`config.mk`:
```
export PLATFORM = sky130hd
export DESIGN_NAME = preemptive_priority_scheduler_core
export DESIGN_NICKNAME = d
export VERILOG_FILES = /design/src/hdl/psched_pkg.sv /design/src/hdl/psched_front.sv /design/src/hdl/psched_back.sv /design/src/hdl/preemptive_priority_scheduler_core.sv
export SDC_FILE = /design/constraint.sdc
export NUM_CORES = 1
export LEC_CHECK = 0
export BUFFER_PORTS_ARGS = -buffer_cell sky130_fd_sc_hd__buf_2
export CAP_MARGIN = 20
export CORE_UTILIZATION = 32
export CTS_BUF_LIST = sky130_fd_sc_hd__clkbuf_8
export CTS_CLUSTER_DIAMETER = 80
export DETAILED_ROUTE_END_ITERATION = 8
export SKIP_LAST_GASP = 1
export SLEW_MARGIN = 20
export SYNTH_ARGS = -nofsm -noshare
export SYNTH_HDL_FRONTEND = slang
export SYNTH_SLANG_ARGS = --single-unit
```
`constraint.sdc`:
```
create_clock -name i_clk -period 9 [get_ports i_clk]
set_input_delay 0.45 -clock i_clk [delete_from_list [all_inputs] [get_ports i_clk]]
set_output_delay 0.45 -clock i_clk [all_outputs]
set_load 0.05 [all_outputs]
```
`src/hdl/psched_pkg.sv`:
```
// Shared types, constants and helpers for the preemptive priority scheduler.
// No dependencies; every other file of the block imports this package.
`default_nettype none

package psched_pkg;

    localparam int SLOTS  = 8;
    localparam int SLOT_W = $clog2(SLOTS);
    localparam int CNT_W  = $clog2(SLOTS + 1);

    localparam logic [1:0] ST_OK   = 2'd0;
    localparam logic [1:0] ST_FULL = 2'd1;
    localparam logic [1:0] ST_ZERO = 2'd2;

    // One queued request as classified by the front end.
    typedef struct packed {
        logic       is_admit;
        logic       burst_zero;
        logic [7:0] prio;
        logic [9:0] burst;
    } t_item;

    typedef struct packed {
        logic [1:0]  status;
        logic [2:0]  assigned_id;
        logic        cpu_idle;
        logic [2:0]  running_id;
        logic        context_switch;
        logic        finished;
        logic [15:0] start_stamp;
        logic [15:0] turnaround;
        logic [15:0] waiting;
    } t_result;

    // Reported slot numbers carry only the low three bits of the index.
    function automatic logic [2:0] slot_id(input logic [SLOT_W-1:0] idx);
        logic [SLOT_W+2:0] ext;
        ext = {3'b000, idx};
        return ext[2:0];
    endfunction

endpackage

`default_nettype wire

```
`src/hdl/psched_front.sv`:
```
// Front end of the scheduler: takes requests, classifies them and queues
// them for the back end in a two-entry queue. Uses psched_pkg.
`default_nettype none

module psched_front (
    input  wire                   i_clk,
    input  wire                   i_rst_n,
    input  wire                   i_valid,
    output logic                  o_ready,
    input  wire                   i_action,
    input  wire  [7:0]            i_proc_priority,
    input  wire  [9:0]            i_proc_burst,
    output logic                  o_q_valid,
    output psched_pkg::t_item     o_q_item,
    input  wire                   i_q_pop
);
    import psched_pkg::*;

    localparam int QDEPTH = 2;

    t_item            r_mem [QDEPTH];
    logic             r_wp;
    logic             r_rp;
    logic [1:0]       r_cnt;
    logic             push;
    logic             pop;
    t_item            n_item;

    assign o_ready   = (r_cnt != 2'(QDEPTH));
    assign o_q_valid = (r_cnt != 2'd0);
    assign o_q_item  = r_mem[r_rp];
    assign push      = i_valid && o_ready;
    assign pop       = i_q_pop && o_q_valid;

    always_comb begin
        n_item.is_admit   = i_action;
        n_item.burst_zero = (i_proc_burst == 10'd0);
        n_item.prio       = i_proc_priority;
        n_item.burst      = i_proc_burst;
    end

    always_ff @(posedge i_clk) begin
        if (!i_rst_n) begin
            r_wp  <= 1'b0;
            r_rp  <= 1'b0;
            r_cnt <= 2'd0;
        end else begin
            if (push) begin
                r_mem[r_wp] <= n_item;
                r_wp        <= ~r_wp;
            end
            if (pop) begin
                r_rp <= ~r_rp;
            end
            case ({push, pop})
                2'b10:   r_cnt <= r_cnt + 2'd1;
                2'b01:   r_cnt <= r_cnt - 2'd1;
                default: r_cnt <= r_cnt;
            endcase
        end
    end

endmodule

`default_nettype wire

```
`src/hdl/psched_back.sv`:
```
// Back end of the scheduler: slot table, one-comparator priority scan and
// the result register. Uses psched_pkg; fed by psched_front.
`default_nettype none

module psched_back (
    input  wire                   i_clk,
    input  wire                   i_rst_n,
    input  wire                   i_q_valid,
    input  psched_pkg::t_item     i_q_item,
    output logic                  o_q_pop,
    output logic                  o_res_valid,
    output psched_pkg::t_result   o_res,
    input  wire                   i_res_ready
);
    import psched_pkg::*;

    typedef enum logic [1:0] {S_IDLE, S_ADMIT, S_SCAN, S_EXEC} t_state;

    t_state              r_state;
    t_item               r_item;
    t_result             r_out;
    logic                r_out_valid;

    // Slot table
    logic [SLOTS-1:0]    r_valid;
    logic [SLOTS-1:0]    r_has_run;
    logic [7:0]          r_prio  [SLOTS];
    logic [9:0]          r_rem   [SLOTS];
    logic [9:0]          r_len   [SLOTS];
    logic [15:0]         r_arr   [SLOTS];
    logic [15:0]         r_first [SLOTS];

    logic [SLOT_W-1:0]   r_cur_slot;
    logic                r_cur_valid;
    logic [15:0]         r_time;
    logic [CNT_W-1:0]    r_count;

    // Scan position and the best candidate seen so far
    logic [SLOT_W-1:0]   r_idx;
    logic                r_found;
    logic [SLOT_W-1:0]   r_best;
    logic [7:0]          r_bprio;
    logic [9:0]          r_brem;
    logic [9:0]          r_blen;
    logic [15:0]         r_barr;
    logic [15:0]         r_bfirst;
    logic                r_bhas;

    logic                out_free;
    logic                res_load;
    logic                eligible;
    logic                take;
    logic                full;
    logic [SLOT_W-1:0]   new_idx;
    logic [9:0]          n_rem;
    logic                fin;
    logic [15:0]         n_first;
    logic [15:0]         n_ta;
    logic [15:0]         n_wait;
    t_result             n_admit_res;
    t_result             n_tick_res;

    assign out_free    = !r_out_valid || i_res_ready;
    assign res_load    = out_free && ((r_state == S_ADMIT) || (r_state == S_EXEC));
    assign o_q_pop     = (r_state == S_IDLE) && i_q_valid;
    assign o_res_valid = r_out_valid;
    assign o_res       = r_out;

    // A candidate replaces the best on a strictly lower priority value, or on an
    // equal value when it is the slot that ran last; otherwise the lowest index stays.
    assign eligible = r_valid[r_idx] && (r_rem[r_idx] != 10'd0);
    assign take     = eligible && (!r_found || (r_prio[r_idx] < r_bprio) ||
                      ((r_prio[r_idx] == r_bprio) && r_cur_valid && (r_idx == r_cur_slot)));

    assign full     = (r_count == CNT_W'(SLOTS));
    assign new_idx  = r_count[SLOT_W-1:0];

    assign n_rem    = r_brem - 10'd1;
    assign fin      = (n_rem == 10'd0);
    assign n_first  = r_bhas ? r_bfirst : r_time;
    assign n_ta     = r_time + 16'd1 - r_barr;
    assign n_wait   = n_ta - 16'(r_blen);

    always_comb begin
        n_admit_res = '0;
        if (full) begin
            n_admit_res.status = ST_FULL;
        end else if (r_item.burst_zero) begin
            n_admit_res.status = ST_ZERO;
        end else begin
            n_admit_res.status      = ST_OK;
            n_admit_res.assigned_id = slot_id(new_idx);
        end

        n_tick_res = '0;
        if (!r_found) begin
            n_tick_res.cpu_idle = 1'b1;
        end else begin
            n_tick_res.running_id     = slot_id(r_best);
            n_tick_res.context_switch = !r_cur_valid || (r_cur_slot != r_best);
            n_tick_res.finished       = fin;
            if (fin) begin
                n_tick_res.start_stamp = n_first;
                n_tick_res.turnaround  = n_ta;
                n_tick_res.waiting     = n_wait;
            end
        end
    end

    always_ff @(posedge i_clk) begin
        if (!i_rst_n) begin
            r_state     <= S_IDLE;
            r_out_valid <= 1'b0;
            r_valid     <= '0;
            r_has_run   <= '0;
            r_cur_slot  <= '0;
            r_cur_valid <= 1'b0;
            r_time      <= '0;
            r_count     <= '0;
            r_idx       <= '0;
            r_found     <= 1'b0;
        end else begin
            if (res_load) begin
                r_out_valid <= 1'b1;
            end else if (i_res_ready) begin
                r_out_valid <= 1'b0;
            end
            case (r_state)
                S_IDLE: begin
                    if (i_q_valid) begin
                        r_item  <= i_q_item;
                        r_idx   <= '0;
                        r_found <= 1'b0;
                        r_state <= i_q_item.is_admit ? S_ADMIT : S_SCAN;
                    end
                end
                S_ADMIT: begin
                    if (out_free) begin
                        r_out <= n_admit_res;
                        if (!full && !r_item.burst_zero) begin
                            r_valid[new_idx]   <= 1'b1;
                            r_has_run[new_idx] <= 1'b0;
                            r_prio[new_idx]    <= r_item.prio;
                            r_rem[new_idx]     <= r_item.burst;
                            r_len[new_idx]     <= r_item.burst;
                            r_arr[new_idx]     <= r_time;
                            r_count            <= r_count + CNT_W'(1);
                        end
                        r_state <= S_IDLE;
                    end
                end
                S_SCAN: begin
                    if (take) begin
                        r_found  <= 1'b1;
                        r_best   <= r_idx;
                        r_bprio  <= r_prio[r_idx];
                        r_brem   <= r_rem[r_idx];
                        r_blen   <= r_len[r_idx];
                        r_barr   <= r_arr[r_idx];
                        r_bfirst <= r_first[r_idx];
                        r_bhas   <= r_has_run[r_idx];
                    end
                    r_idx <= r_idx + SLOT_W'(1);
                    if (r_idx == SLOT_W'(SLOTS - 1)) begin
                        r_state <= S_EXEC;
                    end
                end
                S_EXEC: begin
                    if (out_free) begin
                        r_out <= n_tick_res;
                        if (r_found) begin
                            r_rem[r_best] <= n_rem;
                            if (!r_bhas) begin
                                r_first[r_best]   <= r_time;
                                r_has_run[r_best] <= 1'b1;
                            end
                            r_cur_slot  <= r_best;
                            r_cur_valid <= !fin;
                        end
                        r_time  <= r_time + 16'd1;
                        r_state <= S_IDLE;
                    end
                end
                default: r_state <= S_IDLE;
            endcase
        end
    end

endmodule

`default_nettype wire

```
`src/hdl/preemptive_priority_scheduler_core.sv`:
```
// Top level of the preemptive priority scheduler: front-end request queue
// and back-end executor. Uses psched_pkg, psched_front and psched_back.
`default_nettype none

// Each request returns exactly one result. An admit is taken from the queue,
// then writes its slot and loads the result register. A tick is taken from
// the queue, scans the slots in turn for the best priority through a single
// comparator, then updates the chosen slot and loads the result register.
// Both final steps wait while a result is stalled. A two-entry queue in
// front accepts new requests while the back end works or a result is stalled.
module preemptive_priority_scheduler_core (
    input  wire         i_clk,
    input  wire         i_rst_n,
    input  wire         i_valid,
    output logic        o_ready,
    input  wire         i_action,
    input  wire  [7:0]  i_proc_priority,
    input  wire  [9:0]  i_proc_burst,
    output logic        o_valid,
    input  wire         i_ready,
    output logic [1:0]  o_status,
    output logic [2:0]  o_assigned_id,
    output logic        o_cpu_idle,
    output logic [2:0]  o_running_id,
    output logic        o_context_switch,
    output logic        o_finished,
    output logic [15:0] o_start_stamp,
    output logic [15:0] o_turnaround,
    output logic [15:0] o_waiting
);
    import psched_pkg::*;

    logic    q_valid;
    t_item   q_item;
    logic    q_pop;
    t_result res;

    psched_front u_front (
        .i_clk           (i_clk),
        .i_rst_n         (i_rst_n),
        .i_valid         (i_valid),
        .o_ready         (o_ready),
        .i_action        (i_action),
        .i_proc_priority (i_proc_priority),
        .i_proc_burst    (i_proc_burst),
        .o_q_valid       (q_valid),
        .o_q_item        (q_item),
        .i_q_pop         (q_pop)
    );

    psched_back u_back (
        .i_clk       (i_clk),
        .i_rst_n     (i_rst_n),
        .i_q_valid   (q_valid),
        .i_q_item    (q_item),
        .o_q_pop     (q_pop),
        .o_res_valid (o_valid),
        .o_res       (res),
        .i_res_ready (i_ready)
    );

    assign o_status         = res.status;
    assign o_assigned_id    = res.assigned_id;
    assign o_cpu_idle       = res.cpu_idle;
    assign o_running_id     = res.running_id;
    assign o_context_switch = res.context_switch;
    assign o_finished       = res.finished;
    assign o_start_stamp    = res.start_stamp;
    assign o_turnaround     = res.turnaround;
    assign o_waiting        = res.waiting;

`ifndef NO_ASSERTIONS
    a_reject_no_id: assert property (@(posedge i_clk) disable iff (!i_rst_n)
        (o_valid && o_status != ST_OK) |-> (o_assigned_id == 3'd0))
        else $error("rejected request carries a slot number");

    a_idle_quiet: assert property (@(posedge i_clk) disable iff (!i_rst_n)
        (o_valid && o_cpu_idle) |-> (!o_context_switch && !o_finished))
        else $error("idle tick reports a switch or a completion");

    a_admit_no_tick: assert property (@(posedge i_clk) disable iff (!i_rst_n)
        (o_valid && o_status != ST_OK) |-> (!o_cpu_idle && !o_finished))
        else $error("rejected admit carries tick fields");
`endif

endmodule

`default_nettype wire
```
======== Word level (Yosys, flattened, before mapping) ========
Memory sizes are Yosys's and may differ from the RTL's. A register that Yosys moved wholly into a read port is not among the register bits.
Index checks and enable logic that the tools add are counted.
W data, S select, Z words.
word-level totals
  bits in writable memories ............... 520
  flip-flop bits (word level) ............. 151
  output and inout port bits .............. 61
  input bits .............................. 23
  memories ................................ 6
  word-level logic and storage cells ...... 184
memory list
  name            depth  width  read ports  clocked after Yosys merged registers in  write ports  RTL line            source
  u_back.r_arr    8      16     1           1                                        1            psched_back.sv:30   logic [15:0] r_arr [SLOTS];
  u_back.r_first  8      16     1           1                                        1            psched_back.sv:31   logic [15:0] r_first [SLOTS];
  u_back.r_len    8      10     1           1                                        1            psched_back.sv:29   logic [9:0] r_len [SLOTS];
  u_back.r_rem    8      10     1           1                                        1            psched_back.sv:28   logic [9:0] r_rem [SLOTS];
  u_back.r_prio   8      8      1           1                                        1            psched_back.sv:27   logic [7:0] r_prio [SLOTS];
  u_front.r_mem   2      20     1           1                                        1            psched_front.sv:21  t_item r_mem [QDEPTH];
operators by class
  muxes and demuxes ....................... 66
  bitwise gates (word level) .............. 6
  $lt $le $gt $ge ......................... 6
  add/subtract/negate cells ............... 8
  eq/ne operators ......................... 20
  reduce and logical (&&, ||, !) cells .... 43
operators by type and width
  kind                     count
  $mux W59                 2
  $pmux W59 S2             1
  $mux W53                 1
  $mux W48                 1
  $mux W8                  5
  $mux W1                  31
  $mux W3                  8
  $logic_not A10 Y1        2
  $reduce_and A3 Y1        6
  $add A16 B1 Y16 const B  1
  $mux W16                 1
  $or A8 B8 Y8             2
  $pmux W8 S2              1
  $sub A16 B10 Y16         1
  $sub A16 B16 Y16         1
  $ne A2 B1 Y1 const B     7
  $lt A3 B4 Y1 const B     3
  $mux W2                  6
  $logic_and A1 B1 Y1      11
  $mux W10                 1
  $reduce_bool A10 Y1      1
  $reduce_bool A2 Y1       5
  $reduce_or A10 Y1        1
  $sub A10 B1 Y10 const B  1
  30 further kinds         49

======== Logic depth before layout (Yosys ltp) ========
  word-level depth ........................ 9
  mapped depth ............................ 18
  mapped depth without buffers ............ 18

======== Modules after synthesis ========
A second synthesis with hierarchy kept.
second synthesis, totals
  cell total of the unflattened synthesis .. 1622
  area total of the unflattened synthesis .. 29127.9 µm²
by module, submodules not included
  module        area each (µm²)  instances  cells an instance  seq. area each (µm²)
  psched_back   27421.3          1          1531               19678.9
  psched_front  1706.6           1          91                 1301.2

======== Least setup slack after synthesis ========
No wires, ideal clock.
  path type ............................... reg-to-reg
  start ................................... register with a tool-made name
  end ..................................... register u_back.r_barr[0], read port of u_back.r_arr (enable)
  arrival ................................. 6.189 ns
  path buffers ............................ 3
  period minus slack after synthesis ...... 6.694 ns
  data required time ...................... 8.495 ns
  setup time .............................. 0.505 ns
  slack ................................... 2.306 ns
  cell stages (with the launch flop) ...... 14
  path through ............................ dfxtp_1 > buf_2 > buf_2 > buf_2 > mux4_2 > mux2_2 > ha_1 > nor2b_1 > o21a_1 > o21a_1 > o211ai_1 > a21oi_1 > a211o_1 > a21boi_1
RTL lines
  what           RTL line           source
  end, declared  psched_back.sv:45  logic [15:0] r_barr;

==> flow_summary.toml <==
[run_status]
status = "completed"

[logic_synthesis]
yosysSeqAreaShare = 0.727
synth_edf_count = 662
ys_seq_elements = 717
synth_compound_area_frac = 0.0299
netlist_instances = 1613
syn_nets = 1679
synth-xor-area-share = 0.0203
synthMuxAreaShare = 0.136
synth_top_family_by_area = "multiplexers"
yosysUniqueCellTypes = 70
syn_area_sq_um = 28900
yosys_warnings = 0
syn_avg_cell_area_sq_um = 17.9
async_flop_share = 0
yosys.area_share.simple = 0.0521
synth-adder-area-share = 0.0192
ys.flop_type = "edfxtp_1"

[global_routing]
grt.total_usage = 0.141
grt_remaining_overflow = 0
grt_pass1_vias = 15263
grt_antenna_before_repair = 3
grt_max_degree = 58
grt_pass1_wl_microns = 95700

[sta]
finalCritPeriodShare = 0.592
hold_slack_ns = 0.158
hold_viol = 0
tns_ns = 0
worstMarginPinSlew_ns = 1.04
slew_violations = 0
rsz0062_at_grt = "false"
slew-limit-headroom = 0.305
fin_skew_ns = 0.0324
max_freq_ghz = 0.188
timing.final.ws_setup_ns = 3.67
finalSetupViolations = 0
fin_crit_ns = 5.33

[die]
die_x_microns = 302
num_io_pins = 84
core_sq_um = 88900
die_h_microns = 302
num_rows = 109
initial_core_util = 0.325
die_area_sq_um = 91400

[placed_design]
place_worst_setup_slack_ns = 3.53
post-dp-hpwl_microns = 38900
io_buffers = 83
place_congestion = 0.860
dpl_cell_area_sq_um = 30900
dpl.cell_count = 2836

[worst_setup_path]
worstSetupPathType = "reg -> reg"
critical_path.top_delay_family = "compound AO/OA/AOI/OAI gates"
r2r_slack_ns = 3.67
critPathBufInv = 2
cp_data_arrival_time_ns = 5.64
cpPeakStageDelay_ns = 0.79
reg2reg_depth = 12
reg2reg_to = "u_back.r_best[0]"
required_ns = 9.31
critPathMaxFanout = 38
crit_chain = "buf_4 -> mux4_2 -> mux2_2 -> ha_1 -> nor2b_1 -> o21a_1 -> o21a_1 -> o211ai_1 -> a21oi_1 -> a211o_1 -> a21boi_4 -> buf_4"
cp-start-kind = "register"
cp-end-kind = "register"
slowest_stage = "a21boi_4"

[clock_network]
cts.hold.buffers_added = 19
h-tree-depth = 3
clkLatencyLatePin_ns = 0.70
clk_path_buf_depth = 3
cts_tree = "yes"
clk_pin_slew_ns = 0.06
cts.sinks = 717
cts_root_buf = "clkbuf_8"
postCtsSetupBuffers = 0
numCtsBuffers = 108
cts_resized = 0

[power_and_ir_drop]
sw_frac_of_total = 0.249
design_power_total_mw = 7.21
max-vdd-ir-drop_mv = 0.104
internal_power_mw = 5.42
p_switching_mw = 1.79
comb_power_share = 0.107
seq_power_share = 0.547
power_density_nw_per_um2 = 218
total_leakage_power_nw = 11.2
clkPwrFrac = 0.346

[routing]
first_pass_iters = 6
drt-initial-drc-count = 1043
totalWireLength_microns = 64100
wl_per_cell_microns = 21.0
vias = 15001
drc = 0
vias_per_cell = 4.91
antenna_left = 0

[final_layout]
fillers = 8198
area_delta_synth_final_pct = 14.6
nets = 1866
finalNonFillerCells = 3056
stdcell_area_sq_um = 33100
drive_above_1_share = 0.265
fin_util = 0.372

[min_path]
holdPathStages = 3
min_to = "u_back.r_valid[1]"
min_path_type = "in -> reg"
min-delay-start = "i_rst_n"

[flow_run]
maxCapViolCount = 0
flip-flops by register name (all words and copies together) (netlist names), 10 cells and up, named ones only:
register,cells
u_back.r_arr,128
u_back.r_first,128
u_back.r_len,80
u_back.r_rem,80
u_back.r_prio,64
u_back.o_res,59
u_front.r_mem,40
u_back.r_item,19
u_back.r_barr,16
u_back.r_bfirst,16
u_back.r_time,16
u_back.r_blen,10
u_back.r_brem,10
layout by cell type, fill, tap and decap left out, types with 21 or more instances in the layout:
cell type / n
nand2_1: 61
mux2_2: 81
nor2_1: 111
ha_1: 41
a21oi_1: 47
clkbuf_8: 111
o21ai_0: 30
edfxtp_1: 662
xor2_1: 29
clkinv_1: 27
dfxtp_1: 49
mux2i_1: 21
buf_2: 83
buf_4: 41
inv_1: 87
mux4_2: 124
xnor2_1: 36
cells in the mapped netlist, types with 20 or more instances:
library cell | n | area share
a21oi_1 | 47 | 0.0081
nand2_1 | 61 | 0.0079
dfxtp_1 | 55 | 0.038
o21ai_0 | 30 | 0.0052
xnor2_1 | 36 | 0.011
inv_1 | 51 | 0.0066
nand3_1 | 20 | 0.0035
mux2_2 | 81 | 0.032
xor2_1 | 29 | 0.0088
edfxtp_1 | 662 | 0.69
mux2i_1 | 21 | 0.0073
ha_1 | 41 | 0.018
clkbuf_1 | 46 | 0.0060
nor2_1 | 116 | 0.015
mux4_2 | 124 | 0.097
how the worst max path moves through the flow:
stage | endpoint | cells past startpoint | startpoint | slack, ns
2_1_floorplan | u_back.r_barr[0] | 13 | register | 2.31
3_3_place_gp | u_back.r_bfirst[12] | 12 | register | 3.62
3_5_place_dp | u_back.r_bfirst[12] | 12 | register | 3.53
4_1_cts | u_back.r_best[0] | 12 | register | 3.51
5_1_grt | u_back.r_best[0] | 12 | register | 3.25
6_report | u_back.r_best[0] | 12 | register | 3.67
worst reg2reg max path, delay by kind of cell (launching register included):
| family | cells | cell delay, ns |
|---|---|---|
| adder cells (fa/ha/maj) | 1 | 0.31 |
| AND/OR/NAND/NOR | 1 | 0.14 |
| AO/OA/AOI/OAI | 6 | 1.71 |
| multiplexers | 2 | 0.85 |
| buffers and inverters | 2 | 1.16 |
| flip-flops | 1 | 0.73 |
metal layers:
metal | wire, microns | up-vias | global-route usage
met4 | 1290 | 0 | 0.0434
li1 | - | 6721 | -
met2 | 30200 | 399 | 0.224
met3 | 3770 | 103 | 0.0300
met5 | 0 | - | 0
met1 | 28900 | 7778 | 0.194
cell type report:
cell class | count | area, sq um | area share
inverters | 51 | 191 | 0.00579
diodes | 2 | 5.00 | 0.000151
multi-input cells | 779 | 7500 | 0.227
clock buffers | 111 | 1530 | 0.0462
clock inverters | 88 | 498 | 0.0150
well taps | 1165 | 1460 | 0.0441
flip-flops and latches | 717 | 21000 | 0.634
repair buffers | 143 | 913 | 0.0276
kinds of logic (layout without fill, tap and decap cells):
group | count (synthesis) | in the layout
flip-flops | 717 | 717
AND/OR/NAND/NOR | 307 | 307
multiplexers | 226 | 226
AO/OA/AOI/OAI | 137 | 137
buffers and inverters | 117 | 393
XOR/XNOR | 66 | 66
adder cells (fa/ha/maj) | 43 | 43
other | 0 | 2
power groups by stage:
| stage | Combinational (mW) | Sequential (mW) | Clock (mW) |
|---|---|---|---|
| after CTS | 0.783 | 3.95 | 2.57 |
| after global placement | 0.761 | 4.01 | 0 |
| after floorplan | 0.542 | 4.02 | 0 |
| after detailed placement | 0.772 | 4.02 | 0 |
| after global routing | 0.834 | 3.96 | 2.71 |
| final | 0.768 | 3.95 | 2.50 |
No activity file was read; power rests on OpenSTA's default activity.
